--- config.mk ---
export PLATFORM = sky130hd
export DESIGN_NAME = button_qualifier_blink_feedback_core
export DESIGN_NICKNAME = d
export VERILOG_FILES = /design/src/sv/bqbf_pkg.sv /design/src/sv/button_qualifier_blink_feedback_core.sv /design/src/sv/bqbf_cfg.sv /design/src/sv/bqbf_tick.sv
export VERILOG_INCLUDE_DIRS = /design/src /design/src/sv
export SDC_FILE = /design/constraint.sdc
export NUM_CORES = 1
export LEC_CHECK = 0
export BUFFER_PORTS_ARGS = -buffer_cell sky130_fd_sc_hd__buf_4
export CAP_MARGIN = 5
export CORE_ASPECT_RATIO = 0.7
export CORE_MARGIN = 1.5
export CORE_UTILIZATION = 40
export DETAILED_ROUTE_END_ITERATION = 16
export PLACE_DENSITY = 0.56
export SLEW_MARGIN = 20
export SYNTH_ARGS = -nofsm -noshare
export SYNTH_HDL_FRONTEND = slang
export SYNTH_SLANG_ARGS = --single-unit
--- constraint.sdc ---
create_clock -name i_clk -period 9.3 [get_ports i_clk]
set_input_delay 1.86 -clock i_clk [delete_from_list [all_inputs] [get_ports i_clk]]
set_output_delay 1.86 -clock i_clk [all_outputs]
set_load 0.02 [all_outputs]
--- src/sv/button_qualifier_blink_feedback_core_assert.svh ---
// Assertion macros used by the button qualifier top level.
`ifndef BUTTON_QUALIFIER_BLINK_FEEDBACK_CORE_ASSERT_SVH
`define BUTTON_QUALIFIER_BLINK_FEEDBACK_CORE_ASSERT_SVH

// Same-cycle implication, checked outside reset.
`define BQBF_ASSERT_NOW(name, clk, rst_n, ante, cons) \
    name: assert property (@(posedge clk) disable iff (!rst_n) (ante) |-> (cons)) \
        else $error("bqbf assertion failed");

// Next-cycle implication, checked outside reset.
`define BQBF_ASSERT_NEXT(name, clk, rst_n, ante, cons) \
    name: assert property (@(posedge clk) disable iff (!rst_n) (ante) |=> (cons)) \
        else $error("bqbf assertion failed");

`endif

--- src/sv/bqbf_pkg.sv ---
// Shared types and constants for the button qualifier with blink feedback.
package bqbf_pkg;

    // Configuration register widths
    localparam int DEBOUNCE_W = 10;
    localparam int HALF_W     = 10;
    localparam int GAP_W      = 13;
    localparam int USB_TO_W   = 14;
    localparam int RETRY_W    = 20;
    localparam int HOLDOFF_W  = 16;
    localparam int CFG_DATA_W = 20;
    localparam int CFG_IDX_W  = 3;
    // Odd multiples of the blink half period, up to five times it
    localparam int MULT_W     = 13;
    // Widest configuration value that is compared against a time difference
    localparam int CFG_CMP_W  = 20;

    // Reset values
    localparam logic [DEBOUNCE_W-1:0] DEBOUNCE_RST = 10'd30;
    localparam logic [HALF_W-1:0]     HALF_RST     = 10'd150;
    localparam logic [GAP_W-1:0]      GAP_RST      = 13'd500;
    localparam logic [USB_TO_W-1:0]   USB_TO_RST   = 14'd2000;
    localparam logic [RETRY_W-1:0]    RETRY_RST    = 20'd60000;
    localparam logic [HOLDOFF_W-1:0]  HOLDOFF_RST  = 16'd5000;

    typedef enum logic [CFG_IDX_W-1:0] {
        REG_DEBOUNCE = 3'd0,
        REG_HALF     = 3'd1,
        REG_GAP      = 3'd2,
        REG_USB_TO   = 3'd3,
        REG_RETRY    = 3'd4,
        REG_HOLDOFF  = 3'd5
    } t_reg_idx;

    // Feedback codes
    localparam logic [1:0] CODE_NONE      = 2'd0;
    localparam logic [1:0] CODE_PHOTO     = 2'd1;
    localparam logic [1:0] CODE_UPLOAD_OK = 2'd2;
    localparam logic [1:0] CODE_FAILURE   = 2'd3;

    typedef struct packed {
        logic [DEBOUNCE_W-1:0] debounce_ms;
        logic [HALF_W-1:0]     blink_half_ms;
        logic [MULT_W-1:0]     half_x3;
        logic [MULT_W-1:0]     half_x5;
        logic [GAP_W-1:0]      dark_gap_ms;
        logic [USB_TO_W-1:0]   usb_timeout_ms;
        logic [RETRY_W-1:0]    retry_interval_ms;
        logic [HOLDOFF_W-1:0]  sleep_holdoff_ms;
    } t_cfg;

    typedef struct packed {
        logic led_on;
        logic start_photo;
        logic start_upload;
        logic sleep_request;
        logic usb_present;
        logic button_stable;
        logic post_accepted;
        logic feedback_idle;
    } t_result;

endpackage

--- src/sv/button_qualifier_blink_feedback_core.sv ---
// Top level of the button qualifier with LED blink feedback.
//
//   channel  | handshake            | contents
//   ---------+----------------------+--------------------------------------------
//   tick in  | i_valid / o_ready    | now_ms, button_raw, work_busy, usb_frame,
//            |                      | post_code, work_done
//   result   | o_valid / i_ready    | led_on, start_photo, start_upload,
//            |                      | sleep_request, usb_present, button_stable,
//            |                      | post_accepted, feedback_idle
//   config   | i_cfg_we             | i_cfg_idx, i_cfg_data, no read-back
//
// One item per cycle sustained while i_ready stays high. An item is latched
// in the input register, evaluated in one pass of combinational logic against
// the block state and moved to the result register, which drives o_valid.
// Reset is synchronous, active low, and restores state and the register
// defaults. A stalled result holds the result register; the input register
// still takes one more item, after which o_ready drops.
`include "button_qualifier_blink_feedback_core_assert.svh"

module button_qualifier_blink_feedback_core
    import bqbf_pkg::*;
#(
    parameter int TIME_WIDTH  = 32,
    parameter int FRAME_WIDTH = 11
) (
    input  logic                   i_clk,
    input  logic                   i_rst_n,
    // configuration
    input  logic                   i_cfg_we,
    input  logic [CFG_IDX_W-1:0]   i_cfg_idx,
    input  logic [CFG_DATA_W-1:0]  i_cfg_data,
    // tick in
    input  logic                   i_valid,
    output logic                   o_ready,
    input  logic [TIME_WIDTH-1:0]  i_now_ms,
    input  logic                   i_button_raw,
    input  logic                   i_work_busy,
    input  logic [FRAME_WIDTH-1:0] i_usb_frame,
    input  logic [1:0]             i_post_code,
    input  logic                   i_work_done,
    // result out
    output logic                   o_valid,
    input  logic                   i_ready,
    output logic                   o_led_on,
    output logic                   o_start_photo,
    output logic                   o_start_upload,
    output logic                   o_sleep_request,
    output logic                   o_usb_present,
    output logic                   o_button_stable,
    output logic                   o_post_accepted,
    output logic                   o_feedback_idle
);

    t_cfg    w_cfg;
    t_result w_res;
    t_result r_res;
    logic    w_adv;
    logic    w_accept;

    // input register
    logic                   r_in_vld;
    logic [TIME_WIDTH-1:0]  r_now_ms;
    logic                   r_button_raw;
    logic                   r_work_busy;
    logic [FRAME_WIDTH-1:0] r_usb_frame;
    logic [1:0]             r_post_code;
    logic                   r_work_done;
    logic                   r_out_vld;

    bqbf_cfg u_cfg (
        .i_clk      (i_clk),
        .i_rst_n    (i_rst_n),
        .i_cfg_we   (i_cfg_we),
        .i_cfg_idx  (i_cfg_idx),
        .i_cfg_data (i_cfg_data),
        .o_cfg      (w_cfg)
    );

    bqbf_tick #(
        .TIME_WIDTH  (TIME_WIDTH),
        .FRAME_WIDTH (FRAME_WIDTH)
    ) u_tick (
        .i_clk        (i_clk),
        .i_rst_n      (i_rst_n),
        .i_adv        (w_adv),
        .i_cfg        (w_cfg),
        .i_now_ms     (r_now_ms),
        .i_button_raw (r_button_raw),
        .i_work_busy  (r_work_busy),
        .i_usb_frame  (r_usb_frame),
        .i_post_code  (r_post_code),
        .i_work_done  (r_work_done),
        .o_result     (w_res)
    );

    // advance the held item whenever the result register is free or draining
    assign w_adv    = r_in_vld && (!r_out_vld || i_ready);
    assign o_ready  = !r_in_vld || w_adv;
    assign w_accept = i_valid && o_ready;

    always_ff @(posedge i_clk) begin
        if (!i_rst_n) begin
            r_in_vld <= 1'b0;
        end else if (w_accept) begin
            r_in_vld <= 1'b1;
        end else if (w_adv) begin
            r_in_vld <= 1'b0;
        end
    end

    // payload carries no reset
    always_ff @(posedge i_clk) begin
        if (w_accept) begin
            r_now_ms     <= i_now_ms;
            r_button_raw <= i_button_raw;
            r_work_busy  <= i_work_busy;
            r_usb_frame  <= i_usb_frame;
            r_post_code  <= i_post_code;
            r_work_done  <= i_work_done;
        end
    end

    always_ff @(posedge i_clk) begin
        if (!i_rst_n) begin
            r_out_vld <= 1'b0;
        end else if (w_adv) begin
            r_out_vld <= 1'b1;
        end else if (i_ready) begin
            r_out_vld <= 1'b0;
        end
    end

    always_ff @(posedge i_clk) begin
        if (w_adv) begin
            r_res <= w_res;
        end
    end

    assign o_valid         = r_out_vld;
    assign o_led_on        = r_res.led_on;
    assign o_start_photo   = r_res.start_photo;
    assign o_start_upload  = r_res.start_upload;
    assign o_sleep_request = r_res.sleep_request;
    assign o_usb_present   = r_res.usb_present;
    assign o_button_stable = r_res.button_stable;
    assign o_post_accepted = r_res.post_accepted;
    assign o_feedback_idle = r_res.feedback_idle;

    // upload needs usb present, sleep needs it absent
    `BQBF_ASSERT_NOW(a_upload_sleep_excl, i_clk, i_rst_n, o_valid, !(o_start_upload && o_sleep_request))
    // a lit LED means a code is playing
    `BQBF_ASSERT_NOW(a_led_not_idle, i_clk, i_rst_n, o_valid && o_led_on, !o_feedback_idle)
    // a photo trigger always leaves its code pending
    `BQBF_ASSERT_NOW(a_photo_not_idle, i_clk, i_rst_n, o_valid && o_start_photo, !o_feedback_idle)
    // a held item that cannot advance stays held
    `BQBF_ASSERT_NEXT(a_in_hold, i_clk, i_rst_n, r_in_vld && !w_adv, r_in_vld)

endmodule

--- src/sv/bqbf_cfg.sv ---
// Configuration register file with precomputed blink period multiples.
module bqbf_cfg
    import bqbf_pkg::*;
(
    input  logic                  i_clk,
    input  logic                  i_rst_n,
    input  logic                  i_cfg_we,
    input  logic [CFG_IDX_W-1:0]  i_cfg_idx,
    input  logic [CFG_DATA_W-1:0] i_cfg_data,
    output t_cfg                  o_cfg
);

    t_cfg r_cfg;
    logic [MULT_W-1:0] w_half;

    assign w_half = MULT_W'(i_cfg_data[HALF_W-1:0]);

    always_ff @(posedge i_clk) begin
        if (!i_rst_n) begin
            r_cfg.debounce_ms       <= DEBOUNCE_RST;
            r_cfg.blink_half_ms     <= HALF_RST;
            r_cfg.half_x3           <= MULT_W'(HALF_RST) * MULT_W'(3);
            r_cfg.half_x5           <= MULT_W'(HALF_RST) * MULT_W'(5);
            r_cfg.dark_gap_ms       <= GAP_RST;
            r_cfg.usb_timeout_ms    <= USB_TO_RST;
            r_cfg.retry_interval_ms <= RETRY_RST;
            r_cfg.sleep_holdoff_ms  <= HOLDOFF_RST;
        end else if (i_cfg_we) begin
            unique case (i_cfg_idx)
                REG_DEBOUNCE: r_cfg.debounce_ms <= i_cfg_data[DEBOUNCE_W-1:0];
                REG_HALF: begin
                    // keep the odd multiples next to the half period
                    r_cfg.blink_half_ms <= i_cfg_data[HALF_W-1:0];
                    r_cfg.half_x3       <= w_half + (w_half << 1);
                    r_cfg.half_x5       <= w_half + (w_half << 2);
                end
                REG_GAP:     r_cfg.dark_gap_ms       <= i_cfg_data[GAP_W-1:0];
                REG_USB_TO:  r_cfg.usb_timeout_ms    <= i_cfg_data[USB_TO_W-1:0];
                REG_RETRY:   r_cfg.retry_interval_ms <= i_cfg_data[RETRY_W-1:0];
                REG_HOLDOFF: r_cfg.sleep_holdoff_ms  <= i_cfg_data[HOLDOFF_W-1:0];
                default: ;
            endcase
        end
    end

    assign o_cfg = r_cfg;

endmodule

--- src/sv/bqbf_tick.sv ---
// Per-tick decision logic and the block state it updates.
module bqbf_tick
    import bqbf_pkg::*;
#(
    parameter int TIME_WIDTH  = 32,
    parameter int FRAME_WIDTH = 11
) (
    input  logic                   i_clk,
    input  logic                   i_rst_n,
    input  logic                   i_adv,
    input  t_cfg                   i_cfg,
    input  logic [TIME_WIDTH-1:0]  i_now_ms,
    input  logic                   i_button_raw,
    input  logic                   i_work_busy,
    input  logic [FRAME_WIDTH-1:0] i_usb_frame,
    input  logic [1:0]             i_post_code,
    input  logic                   i_work_done,
    output t_result                o_result
);

    localparam int CMP_W = (TIME_WIDTH > CFG_CMP_W) ? TIME_WIDTH : CFG_CMP_W;

    logic [FRAME_WIDTH-1:0] r_last_frame,  n_last_frame;
    logic [TIME_WIDTH-1:0]  r_last_usb,    n_last_usb;
    logic [1:0]             r_pending,     n_pending;
    logic [1:0]             r_playing,     n_playing;
    logic [TIME_WIDTH-1:0]  r_play_start,  n_play_start;
    logic [TIME_WIDTH-1:0]  r_dark_since,  n_dark_since;
    logic                   r_prev_level,  n_prev_level;
    logic                   r_stable,      n_stable;
    logic                   r_armed,       n_armed;
    logic [TIME_WIDTH-1:0]  r_level_time,  n_level_time;
    logic [TIME_WIDTH-1:0]  r_attempt,     n_attempt;

    logic [CMP_W-1:0] w_el;
    logic [CMP_W-1:0] w_h1, w_h2, w_h3, w_h4, w_h5, w_h6, w_total;
    logic             w_in_phase;
    t_result          w_res;

    // blink period multiples widened to the compare width
    assign w_h1 = CMP_W'(i_cfg.blink_half_ms);
    assign w_h2 = w_h1 << 1;
    assign w_h3 = CMP_W'(i_cfg.half_x3);
    assign w_h4 = w_h1 << 2;
    assign w_h5 = CMP_W'(i_cfg.half_x5);
    assign w_h6 = w_h3 << 1;

    always_comb begin
        n_last_frame = r_last_frame;
        n_last_usb   = r_last_usb;
        n_pending    = r_pending;
        n_playing    = r_playing;
        n_play_start = r_play_start;
        n_dark_since = r_dark_since;
        n_prev_level = r_prev_level;
        n_stable     = r_stable;
        n_armed      = r_armed;
        n_level_time = r_level_time;
        n_attempt    = r_attempt;
        w_res        = '0;
        w_el         = '0;
        w_total      = '0;
        w_in_phase   = 1'b0;

        // worker side
        if (i_work_done) begin
            n_attempt = i_now_ms;
        end
        if (i_post_code != CODE_NONE && r_pending == CODE_NONE) begin
            n_pending           = i_post_code;
            w_res.post_accepted = 1'b1;
        end

        // usb activity
        if (i_usb_frame != r_last_frame) begin
            n_last_usb   = i_now_ms;
            n_last_frame = i_usb_frame;
        end

        // feedback playback
        if (r_playing == CODE_NONE && n_pending != CODE_NONE &&
            CMP_W'(TIME_WIDTH'(i_now_ms - r_dark_since)) >= CMP_W'(i_cfg.dark_gap_ms)) begin
            n_playing    = n_pending;
            n_play_start = i_now_ms;
        end
        if (n_playing != CODE_NONE) begin
            w_el = CMP_W'(TIME_WIDTH'(i_now_ms - n_play_start));
            // LED is lit in even half periods, never in the final dark half
            unique case (n_playing)
                CODE_PHOTO: begin
                    w_total    = w_h2;
                    w_in_phase = (w_el < w_h1);
                end
                CODE_UPLOAD_OK: begin
                    w_total    = w_h4;
                    w_in_phase = (w_el < w_h1) || (w_el >= w_h2 && w_el < w_h3);
                end
                default: begin
                    w_total    = w_h6;
                    w_in_phase = (w_el < w_h1) || (w_el >= w_h2 && w_el < w_h3) ||
                                 (w_el >= w_h4 && w_el < w_h5);
                end
            endcase
            w_res.led_on = w_in_phase;
            if (w_el >= w_total) begin
                w_res.led_on = 1'b0;
                if (n_pending == n_playing) begin
                    n_pending = CODE_NONE;
                end
                n_playing    = CODE_NONE;
                n_dark_since = i_now_ms;
            end
        end

        // debounce and release trigger
        if (i_button_raw != r_prev_level) begin
            n_prev_level = i_button_raw;
            n_level_time = i_now_ms;
        end
        if (CMP_W'(TIME_WIDTH'(i_now_ms - n_level_time)) >= CMP_W'(i_cfg.debounce_ms) &&
            r_stable != i_button_raw) begin
            n_stable = i_button_raw;
            if (i_button_raw) begin
                n_armed = 1'b1;
            end else begin
                if (r_armed && !i_work_busy && n_pending == CODE_NONE &&
                    n_playing == CODE_NONE) begin
                    n_pending         = CODE_PHOTO;
                    w_res.start_photo = 1'b1;
                end
                n_armed = 1'b0;
            end
        end

        w_res.usb_present = CMP_W'(TIME_WIDTH'(i_now_ms - n_last_usb)) <
                            CMP_W'(i_cfg.usb_timeout_ms);

        // idle checks
        if (!i_work_busy && n_pending == CODE_NONE && n_playing == CODE_NONE && n_stable) begin
            w_res.sleep_request = !w_res.usb_present &&
                                  (CMP_W'(i_now_ms) > CMP_W'(i_cfg.sleep_holdoff_ms));
            w_res.start_upload  = w_res.usb_present &&
                                  (CMP_W'(TIME_WIDTH'(i_now_ms - n_attempt)) >
                                   CMP_W'(i_cfg.retry_interval_ms));
        end

        w_res.button_stable = n_stable;
        w_res.feedback_idle = (n_pending == CODE_NONE) && (n_playing == CODE_NONE);
    end

    always_ff @(posedge i_clk) begin
        if (!i_rst_n) begin
            r_last_frame <= '0;
            r_last_usb   <= '0;
            r_pending    <= CODE_NONE;
            r_playing    <= CODE_NONE;
            r_play_start <= '0;
            r_dark_since <= '0;
            r_prev_level <= 1'b0;
            r_stable     <= 1'b0;
            r_armed      <= 1'b0;
            r_level_time <= '0;
            r_attempt    <= '0;
        end else if (i_adv) begin
            r_last_frame <= n_last_frame;
            r_last_usb   <= n_last_usb;
            r_pending    <= n_pending;
            r_playing    <= n_playing;
            r_play_start <= n_play_start;
            r_dark_since <= n_dark_since;
            r_prev_level <= n_prev_level;
            r_stable     <= n_stable;
            r_armed      <= n_armed;
            r_level_time <= n_level_time;
            r_attempt    <= n_attempt;
        end
    end

    assign o_result = w_res;

endmodule

After elaboration in Yosys (flattened, before gate mapping)
Index checks and enable logic that the tools add are counted.

storage, ports and cells
  register bits after elaboration = 345
  bits in latches = 0
  RAM bits = 0
  bits in read-only memories = 0
  input bits = 76
  output and inout bits = 10
  word-level logic and storage cells = 139
  memories = 0

operators by class
  add/subtract/negate cells = 7
  $mul = 0
  div/mod/pow operators = 0
  order comparisons = 11
  equality and inequality tests = 11
  shift operators = 0
  multiplexer cells = 25
  bitwise operators = 2
  reductions and logical operators = 48

operators by type and width
  kind                                                 count
  two-way mux 32 bit                                   5
  subtractor 32 bit                                    5
  < comparator 32 x 13 -> 1 bit                        2
  >= comparator 32 x 10 -> 1 bit                       1
  >= comparator 32 x 11 -> 1 bit                       1
  >= comparator 32 x 12 -> 1 bit                       1
  >= comparator 32 x 13 -> 1 bit                       1
  >= comparator 32 bit                                 1
  greater-than comparator 32 x 16 -> 1 bit             1
  greater-than comparator 32 x 20 -> 1 bit             1
  < comparator 32 x 10 -> 1 bit                        1
  < comparator 32 x 14 -> 1 bit                        1
  one-hot mux 14 bit (2 select lines)                  1
  two-way mux 2 bit                                    10
  AND reduction 2 bit                                  9
  logical AND 1 bit                                    17
  adder 10 x 12 -> 13 bit                              1
  adder 10 x 11 -> 12 bit                              1
  inequality test 11 bit                               1
  logical NOT 2 bit                                    5
  nonzero test 2 bit                                   5
  two-way mux 1 bit                                    8
  equality test 3 x 2 -> 1 bit, second input constant  2
  equality test 3 bit, second input constant           2
  other kinds (12)                                     21

Depth between registers and ports, before layout
Gate-level depths: netlist of the first run.

  word-level depth = 23
  depth in mapped cells = 48
  gate-level depth less buffers = 45

By module
A second synthesis of the first run with hierarchy kept.

second synthesis, totals
  cells, all modules = 3329
  area, all modules = 27167.3 um^2

by module, submodules not included
  module                                times used  cells each  area an instance (um^2)  sequential area each (um^2)
  bqbf_tick                             1           2722        20950.1                  3563.4
  bqbf_cfg                              1           542         4431.8                   2102.0
  button_qualifier_blink_feedback_core  1           65          1785.5                   1721.7

Worst setup path after synthesis of the first run
OpenSTA, ideal clock, no wires.

  kind = register -> register
  start = reg r_now_ms[1]
  end = reg u_tick.r_dark_since[4]
  data arrival time = 9.913 ns
  required time = 9.183 ns
  setup slack = -0.730 ns
  cell stages (with the launch flop) = 44
  path through = edfxtp_1 inv_1 fa_1 nand2b_1 a21oi_1 o22ai_2 o21ai_1 xor2_1 ha_1 or4_1 a21oi_1 nor4b_2 nand4b_1 nor4_1 nand4_2 nand2_1 clkbuf_1 nand2_1 [... 8 more ...] o21ai_1 maj3_1 a21oi_1 mux2i_2 xor2_1 ha_1 a2111oi_0 a21oi_1 a211oi_1 o21ai_0 or4b_2 nor4b_1 nand4_1 o311ai_2 buf_4 buf_6 mux2i_1 nor2b_1

RTL lines
  element                               RTL line                                     RTL
  start: declaration                    button_qualifier_blink_feedback_core.sv:62   logic [TIME_WIDTH-1:0] r_now_ms;
  start signal: assignment              button_qualifier_blink_feedback_core.sv:114  r_now_ms <= i_now_ms;
  subtractor 32 bit                     bqbf_tick.sv:82                              CMP_W'(TIME_WIDTH'(i_now_ms - r_dark_since)) >= CMP_W'(i_cfg.dark_gap_ms)) begin
  >= comparator 32 x 13 -> 1 bit        bqbf_tick.sv:82
  logical AND 1 bit                     bqbf_tick.sv:81                              if (r_playing == CODE_NONE && n_pending != CODE_NONE &&
  two-way mux 32 bit                    bqbf_tick.sv:81
  net u_tick.n_play_start[0]            bqbf_tick.sv:27                              logic [TIME_WIDTH-1:0] r_play_start, n_play_start;
  subtractor 32 bit                     bqbf_tick.sv:87                              w_el = CMP_W'(TIME_WIDTH'(i_now_ms - n_play_start));
  >= comparator 32 bit                  bqbf_tick.sv:105                             if (w_el >= w_total) begin
  AND reduction 3 bit (no source line)  -
  end signal: assignment                bqbf_tick.sv:170                             r_dark_since <= n_dark_since;
  end: declaration                      bqbf_tick.sv:28                              logic [TIME_WIDTH-1:0] r_dark_since, n_dark_since;

The timed path passes the listed nets, and every way through them passes these cells. The select of a mux whose other input is x is not followed.
A chain may end at the register's enable or synchronous reset.

Worst setup path after layout of the first run
  start = reg r_now_ms[0]
  end = reg u_tick.r_dark_since[8]

RTL lines
  element                                   RTL line
  subtractor 32 bit                         bqbf_tick.sv:82
  >= comparator 32 x 13 -> 1 bit            bqbf_tick.sv:82
  logical AND 1 bit                         bqbf_tick.sv:81
  two-way mux 32 bit (*)                    bqbf_tick.sv:81
  net u_tick.n_play_start[0]                bqbf_tick.sv:27
  subtractor 32 bit (*)                     bqbf_tick.sv:87
  >= comparator 32 bit (*)                  bqbf_tick.sv:105
  AND reduction 3 bit (no source line) (*)  -

Mark *: on every way through the listed nets, which the timed path passes. The rest lies on a longest branch. The select of a mux whose other input is x is not followed.

==> reports/metrics.csv, run 1 <==
metric,value,unit
post-route-worst-setup-slack,0.326,ns
finalNonFillerCells,4240,
wirelength,84500,um
worst_clock_skew,0.0593,ns
gp_congestion,0.920,
die_width,311,um
fp.coreArea,65200,sq um
finalHoldViolCount,0,
detailed_route_via_count,23900,
cts_tree,yes,
first_global_vias,22700,
layout_common_cells,"nand2_1, ha_1, dfxtp_1",
drc_errors,0,
share_of_synthesized_flip_flops_with_an_asynchronous_set_or_reset,0,%
global_route.overflow_total,0,
drive_above_1_share,11.1,%
drt_iter0_drc,1775,
avgViaCountPerCell,5.64,
fmaxAchievable,111,MHz
cp-start-kind,flop,
hold_path.class,reg -> reg,
grt_start_max_net_pins,201,
placement_rows,78,
cts_num_sinks,341,
worst_path_slowest_cell,or4_1,
tightest_slew,1.15,ns
cellPowerDensity,167,nW/um^2
wire_per_inst,19.9,um
antenna_violating_nets_post_route,0,
die_height,218,um
synth-seq-area-share,27.9,%
setup_repair_after_global_routing_missed_its_margin,yes,
worst_skew_pair.late_latency,0.61,ns
fin_worst_hold_slack,0.467,ns
synthesis.area,26500,sq um
antenna_violations_before_repair,6,
synth.avg_cell_area,8.27,sq um
dp_hpwl,63000,um
placement.setup.worst_slack,-0.507,ns
final-max-slew-violation-count,0,
irDropWorstVdd,123,uV
dp_cells,4137,
synth-edff-count,56,
crit_path_end_kind,flop,
yosysWarningCount,0,
timing.critical_path.required,9.79,ns
clk_root_buffer_cell,clkbuf_16,
timing.critical_path.arrival,9.47,ns
floorplan.die_area,67800,sq um
design.final.nets,3723,
ys_ff_latch,341,
clock_buffer_count_from_cts,40,
netlist-cell-type-count,91,
ys_dominant_reg_cell,dfxtp_1,
wire_length_of_the_first_global_routing_pass,131000,um
cp_slowest_stage_delay,0.54,ns
clock_pin_slew_on_the_worst_setup_and_hold_paths,0.06,ns
min_period,8.97,ns
max_slew_margin,23.2,%
final_common_cell,nand2_1,
worstSetupPathType,reg -> reg,
boundaryPins,86,
first_pass_iters,5,
synthesis.nets,3599,
critical_path_peak_fanout,7,
ctsHoldBuffers,0,
ctsHtreeMaxLevel,2,
floorplan.initialDensity,40.6,%
flow.area_growth_from_synthesis,14.8,%
reg2regPathDepth,45,
status,"finished, final reports clean",
port_buffers,85,
holdPathStages,2,
power_leakage,0.0139,uW
max_cap_violations,0,
setup_viol,0,
ctsLongestPathBuffers,3,
period_share,96.5,%
syn_inst,3204,
global_route.usage.total,24.5,%
critical path: cells and delay by family (launching register included):
kind,cells,cell delay (ns)
AOI/OAI and AO/OA,17,2.60
DFF,1,0.34
adders and majority gates,7,1.92
and+or+nand+nor,12,2.76
xor gates and xnor gates,2,0.28
muxes,2,0.28
buffers and inverters,5,0.68
kinds of logic after synthesis:
| logic type | Yosys count | share of synthesized area (%) |
|---|---|---|
| simple gates | 988 | 17.4 |
| compound gates | 921 | 24.4 |
| buf+inv | 363 | 5.27 |
| flops | 341 | 27.9 |
| fa+ha+maj | 320 | 15.3 |
| mux | 168 | 6.39 |
| xor+xnor | 103 | 3.40 |
flip-flops by register name, indices dropped and copies added, names as in the netlist, 2 cells and up:
signal,flops
u_tick.r_attempt,32
u_tick.r_pending,2
u_tick.r_playing,2
u_tick.r_last_usb,32
u_tick.r_level_time,32
u_tick.r_play_start,32
u_tick.r_last_frame,11
u_tick.r_dark_since,32
r_now_ms,32
u_cfg.o_cfg,105
r_usb_frame,11
r_post_code,2
final timing paths:
path / slack, ns / from / to
worst max-delay path: 0.33 / r_now_ms[0] / u_tick.r_dark_since[8]
worst max register to register: 0.33 / r_now_ms[0] / u_tick.r_dark_since[8]
worst min register to register: 0.47 / u_tick.r_last_usb[11] / u_tick.r_last_usb[11]
worst min-delay path: 0.47 / u_tick.r_last_usb[11] / u_tick.r_last_usb[11]
synthesized netlist by cell type, types with 52 or more instances:
cell / number / area (sq um)
a21boi_0: 129 / 968
a21o_1: 83 / 623
a21oi_1: 191 / 956
clkbuf_1: 130 / 488
dfxtp_1: 285 / 5710
edfxtp_1: 56 / 1680
ha_1: 312 / 3900
inv_1: 215 / 807
mux2i_1: 161 / 1610
nand2_1: 491 / 1840
nand2b_1: 52 / 325
nor2_1: 140 / 526
nor2b_1: 72 / 450
o211a_1: 83 / 831
o211ai_1: 59 / 443
o21ai_0: 127 / 636
xnor2_1: 56 / 490
final cells by class:
type	count	area (sq um)
multi-input cells	2500	18000
flip-flops and latches	341	7390
clock inverters	15	118
repair buffers	229	1840
diodes	1	2.50
well taps	880	1100
clock buffers	58	1140
fillers	6461	34800
inverters	216	816
metal layers:
metal  wire length [um]  track usage (%)  part of all wire (%)
met2              34900             37.0                    41
met5                  0                0                     0
met3               5100             3.07                   6.0
met4               1900             6.52                   2.2
met1              42600             36.3                    50
power by group:
group	internal, uW	switching, uW
logic	814	1080
clock network	857	692
registers	1580	48.5
total	3250	1820
repair_timing:
item                                   in CTS  in global routing
endpoints found under the hold margin       0                  0
setup buffers                              17                 10
gates resized for setup                    28                 30
setup endpoints to repair                  41                 41
pin swaps                                  26                 25
cloned                                      2                  0
stage by stage:
stage	area [sq um]	total power, uW	util [%]	setup TNS, ns
CTS	30200	5060	46.3	-0.0883
global placement	28600	3430	43.9	-6.43
floorplan	26600	2910	-	0
finish	30400	5070	46.7	0
global route	30400	5400	46.7	-3.65
detailed placement	28600	3450	43.9	-17.26
Note: power is estimated with default switching activity, not from simulation.
==> inputs of run 2 (changes only) <==
--- a/config.mk
+++ b/config.mk
@@ -12,7 +12,7 @@
 export CORE_MARGIN = 1.5
 export CORE_UTILIZATION = 40
 export DETAILED_ROUTE_END_ITERATION = 16
-export PLACE_DENSITY = 0.56
+export PLACE_DENSITY = 0.54
 export SLEW_MARGIN = 20
 export SYNTH_ARGS = -nofsm -noshare
 export SYNTH_HDL_FRONTEND = slang
==> constraint.sdc (replaced) <==
create_clock -name i_clk -period 9.9 [get_ports i_clk]
set_input_delay 1.98 -clock i_clk [delete_from_list [all_inputs] [get_ports i_clk]]
set_output_delay 1.98 -clock i_clk [all_outputs]
set_load 0.02 [all_outputs]
==> run 2 against run 1 <==
Against the previous run:
- maximum frequency fell by 4.8%
- die area unchanged
- design area is 1.5% lower
- first-iteration DRC count grew 3.2%
- power fell by 4.0%
- clock skew is 0.0087 ns lower
- sequential power fell by 6%
- critical path type unchanged
==> reports/metrics.csv, run 2 (same netlist as run 1, synthesis figures left out) <==
metric,value,unit,change
status,"finished, final reports clean",,
fmaxAchievable,106,MHz,-4.8%
utilization,46.0,%,-0.70 points
floorplan.die_area,67800,sq um,unchanged
die_width,311,um,unchanged
floorplan.initialDensity,40.6,%,unchanged
crit_path_end_kind,flop,,
die_height,218,um,unchanged
place_area,28300,sq um,-1.1%
irDropWorstVdd,117,uV,-5.6%
final_cell_area,30000,sq um,-1.5%
placement_rows,78,,unchanged
global_route.usage.total,24.6,%,+0.17 points
first_pass_iters,6,,+1
clk_root_buffer_cell,clkbuf_16,,
detailed_route_via_count,23700,,-1.1%
global_route.overflow_total,0,,unchanged
setup-tns-final,0,ns,unchanged
max_cap_violations,0,,unchanged
worst_skew_pair.late_latency,0.60,ns,about the same
worstSetupPathType,reg -> reg,,
flow.area_growth_from_synthesis,13.1,%,
crit-reg2reg-launch,r_now_ms[5],,
setup_viol,0,,unchanged
holdPathStages,2,,unchanged
cp-start-kind,flop,,
power_leakage,0.0137,uW,-1.8%
largest_register_ff_count,105,,unchanged
wire_per_inst,20.3,um,+1.9%
clock_buffer_count_from_cts,40,,unchanged
timing.critical_path.required,10.34,ns,+0.55 ns
worst_path_slowest_cell,or4b_4,,
clock_pin_slew_on_the_worst_setup_and_hold_paths,0.06,ns,about the same
ctsHtreeMaxLevel,2,,unchanged
layout_common_cells,"nand2_1, ha_1, dfxtp_1",,
boundaryPins,86,,unchanged
wirelength,84900,um,+0.39%
antenna_violations_before_repair,4,,-2
period_share,95.2,%,-1.2 points
max_slew_margin,32.5,%,+9.3 points
drc_errors,0,,unchanged
cts_tree,yes,,
dp_hpwl,63300,um,+0.56%
cellPowerDensity,162,nW/um^2,-2.5%
critical_path_peak_fanout,10,,+3
ctsHoldBuffers,0,,unchanged
tightest_slew,1.01,ns,-0.135 ns
grt_start_max_net_pins,112,,-44%
num-fill-cells,6482,,+0.33%
ctsLongestPathBuffers,3,,unchanged
design.final.nets,3662,,-1.6%
n_antenna_cell,0,,-1
worst_clock_skew,0.0506,ns,-0.00868 ns
drive_above_1_share,9.25,%,-1.8 points
worstHoldEndpoint,u_tick.r_level_time[27],,
fp.coreArea,65200,sq um,unchanged
min_delay_src,u_tick.r_level_time[27],,
finalNonFillerCells,4178,,-1.5%
rr_endpoint,u_tick.r_dark_since[28],,
cts_num_sinks,341,,unchanged
avgViaCountPerCell,5.66,,+0.38%
dp_cells,4100,,-0.89%
min_period,9.43,ns,+0.456 ns
hold_path.class,reg -> reg,,
wire_length_of_the_first_global_routing_pass,131000,um,+0.22%
final_common_cell,nand2_1,,
cp_slowest_stage_delay,0.54,ns,about the same
post-route-worst-setup-slack,0.470,ns,+0.144 ns
reg2regPathDepth,44,,-2.2%
antenna_violating_nets_post_route,0,,unchanged
final-max-slew-violation-count,0,,unchanged
first_global_vias,22400,,-1.5%
finalHoldViolCount,0,,unchanged
drt_iter0_drc,1831,,+3.2%
gp_congestion,0.933,,+1.4%
ff2ff_setup_slack,0.47,ns,+0.14 ns
port_buffers,85,,unchanged
timing.critical_path.arrival,9.87,ns,+0.40 ns
placement.setup.worst_slack,-0.266,ns,+0.240 ns
[run 2: cell types whose count changed in the layout (fill, tap and decap cells not counted), sizes merged]
| cell | change |
|---|---|
| buf | -61 |
| bufinv | +6 |
| clkbuf | -6 |
| inv | +2 |
| clkinv | -1 |
| clkinvlp | -1 |
| diode | -1 |
[run 2: worst max-delay path: cells and delay by family, from the launching register on]
kind	cells	cell delay, ns
xor gates and xnor gates	2	0.35
buffers and inverters	6	1.10
DFF	1	0.39
and+or+nand+nor	11	2.83
AOI/OAI and AO/OA	18	2.83
muxes	3	0.61
adders and majority gates	4	1.13
[run 2: layout make-up]
class / count / area [sq um] / area share, %
clock buffer: 52 / 1110 / 3.70
clock inverter: 21 / 310 / 1.04
inverter: 216 / 816 / 2.72
multi-input combinational: 2500 / 17900 / 59.8
sequential: 341 / 7390 / 24.7
tap: 880 / 1100 / 3.67
timing repair buffer: 168 / 1330 / 4.43
[run 2: where the power goes]
part	internal [uW]	total [uW]	switching [uW]
Sequential	1480	1520	42.6
Clock	957	1620	663
Combinational	717	1720	1000
Total	3160	4870	1710
[run 2: repair_timing]
item / 4_1_cts / 5_1_grt
endpoints found under the setup margin: 40 / 41
gates resized for setup: 9 / 29
pin swaps: 3 / 23
cloned: 1 / 0
endpoints found under the hold margin: 0 / 0
setup buffers: 1 / 3
[run 2: worst max-delay path by stage]
stage,end,depth (start not counted),startpoint,slack [ns]
3_5_place_dp,o_sleep_request,44,r_now_ms[0],-0.27
4_1_cts,u_tick.r_dark_since[21],47,r_now_ms[0],0.04
5_1_grt,u_tick.r_dark_since[28],46,r_now_ms[5],-0.009
2_1_floorplan,u_tick.r_dark_since[4],43,r_now_ms[1],0.07
3_3_place_gp,u_tick.r_dark_since[14],46,r_now_ms[0],0.09
6_report,u_tick.r_dark_since[28],44,r_now_ms[5],0.47
[run 2: layer usage]
layer	share of wire [%]	GRT usage (%)	up-vias
met3	5.6	3.04	116
met5	0	0	-
met1	51	36.6	11200
met4	2.7	7.08	0
li1	-	-	11700
met2	41	37.0	647
[run 2: metrics by stage]
stage	hold WS, ns	total power [uW]
after floorplan	0.441	2720
after global placement	0.452	3190
after detailed placement	0.459	3210
after CTS	0.468	4870
after global routing	0.484	5160
final	0.464	4870
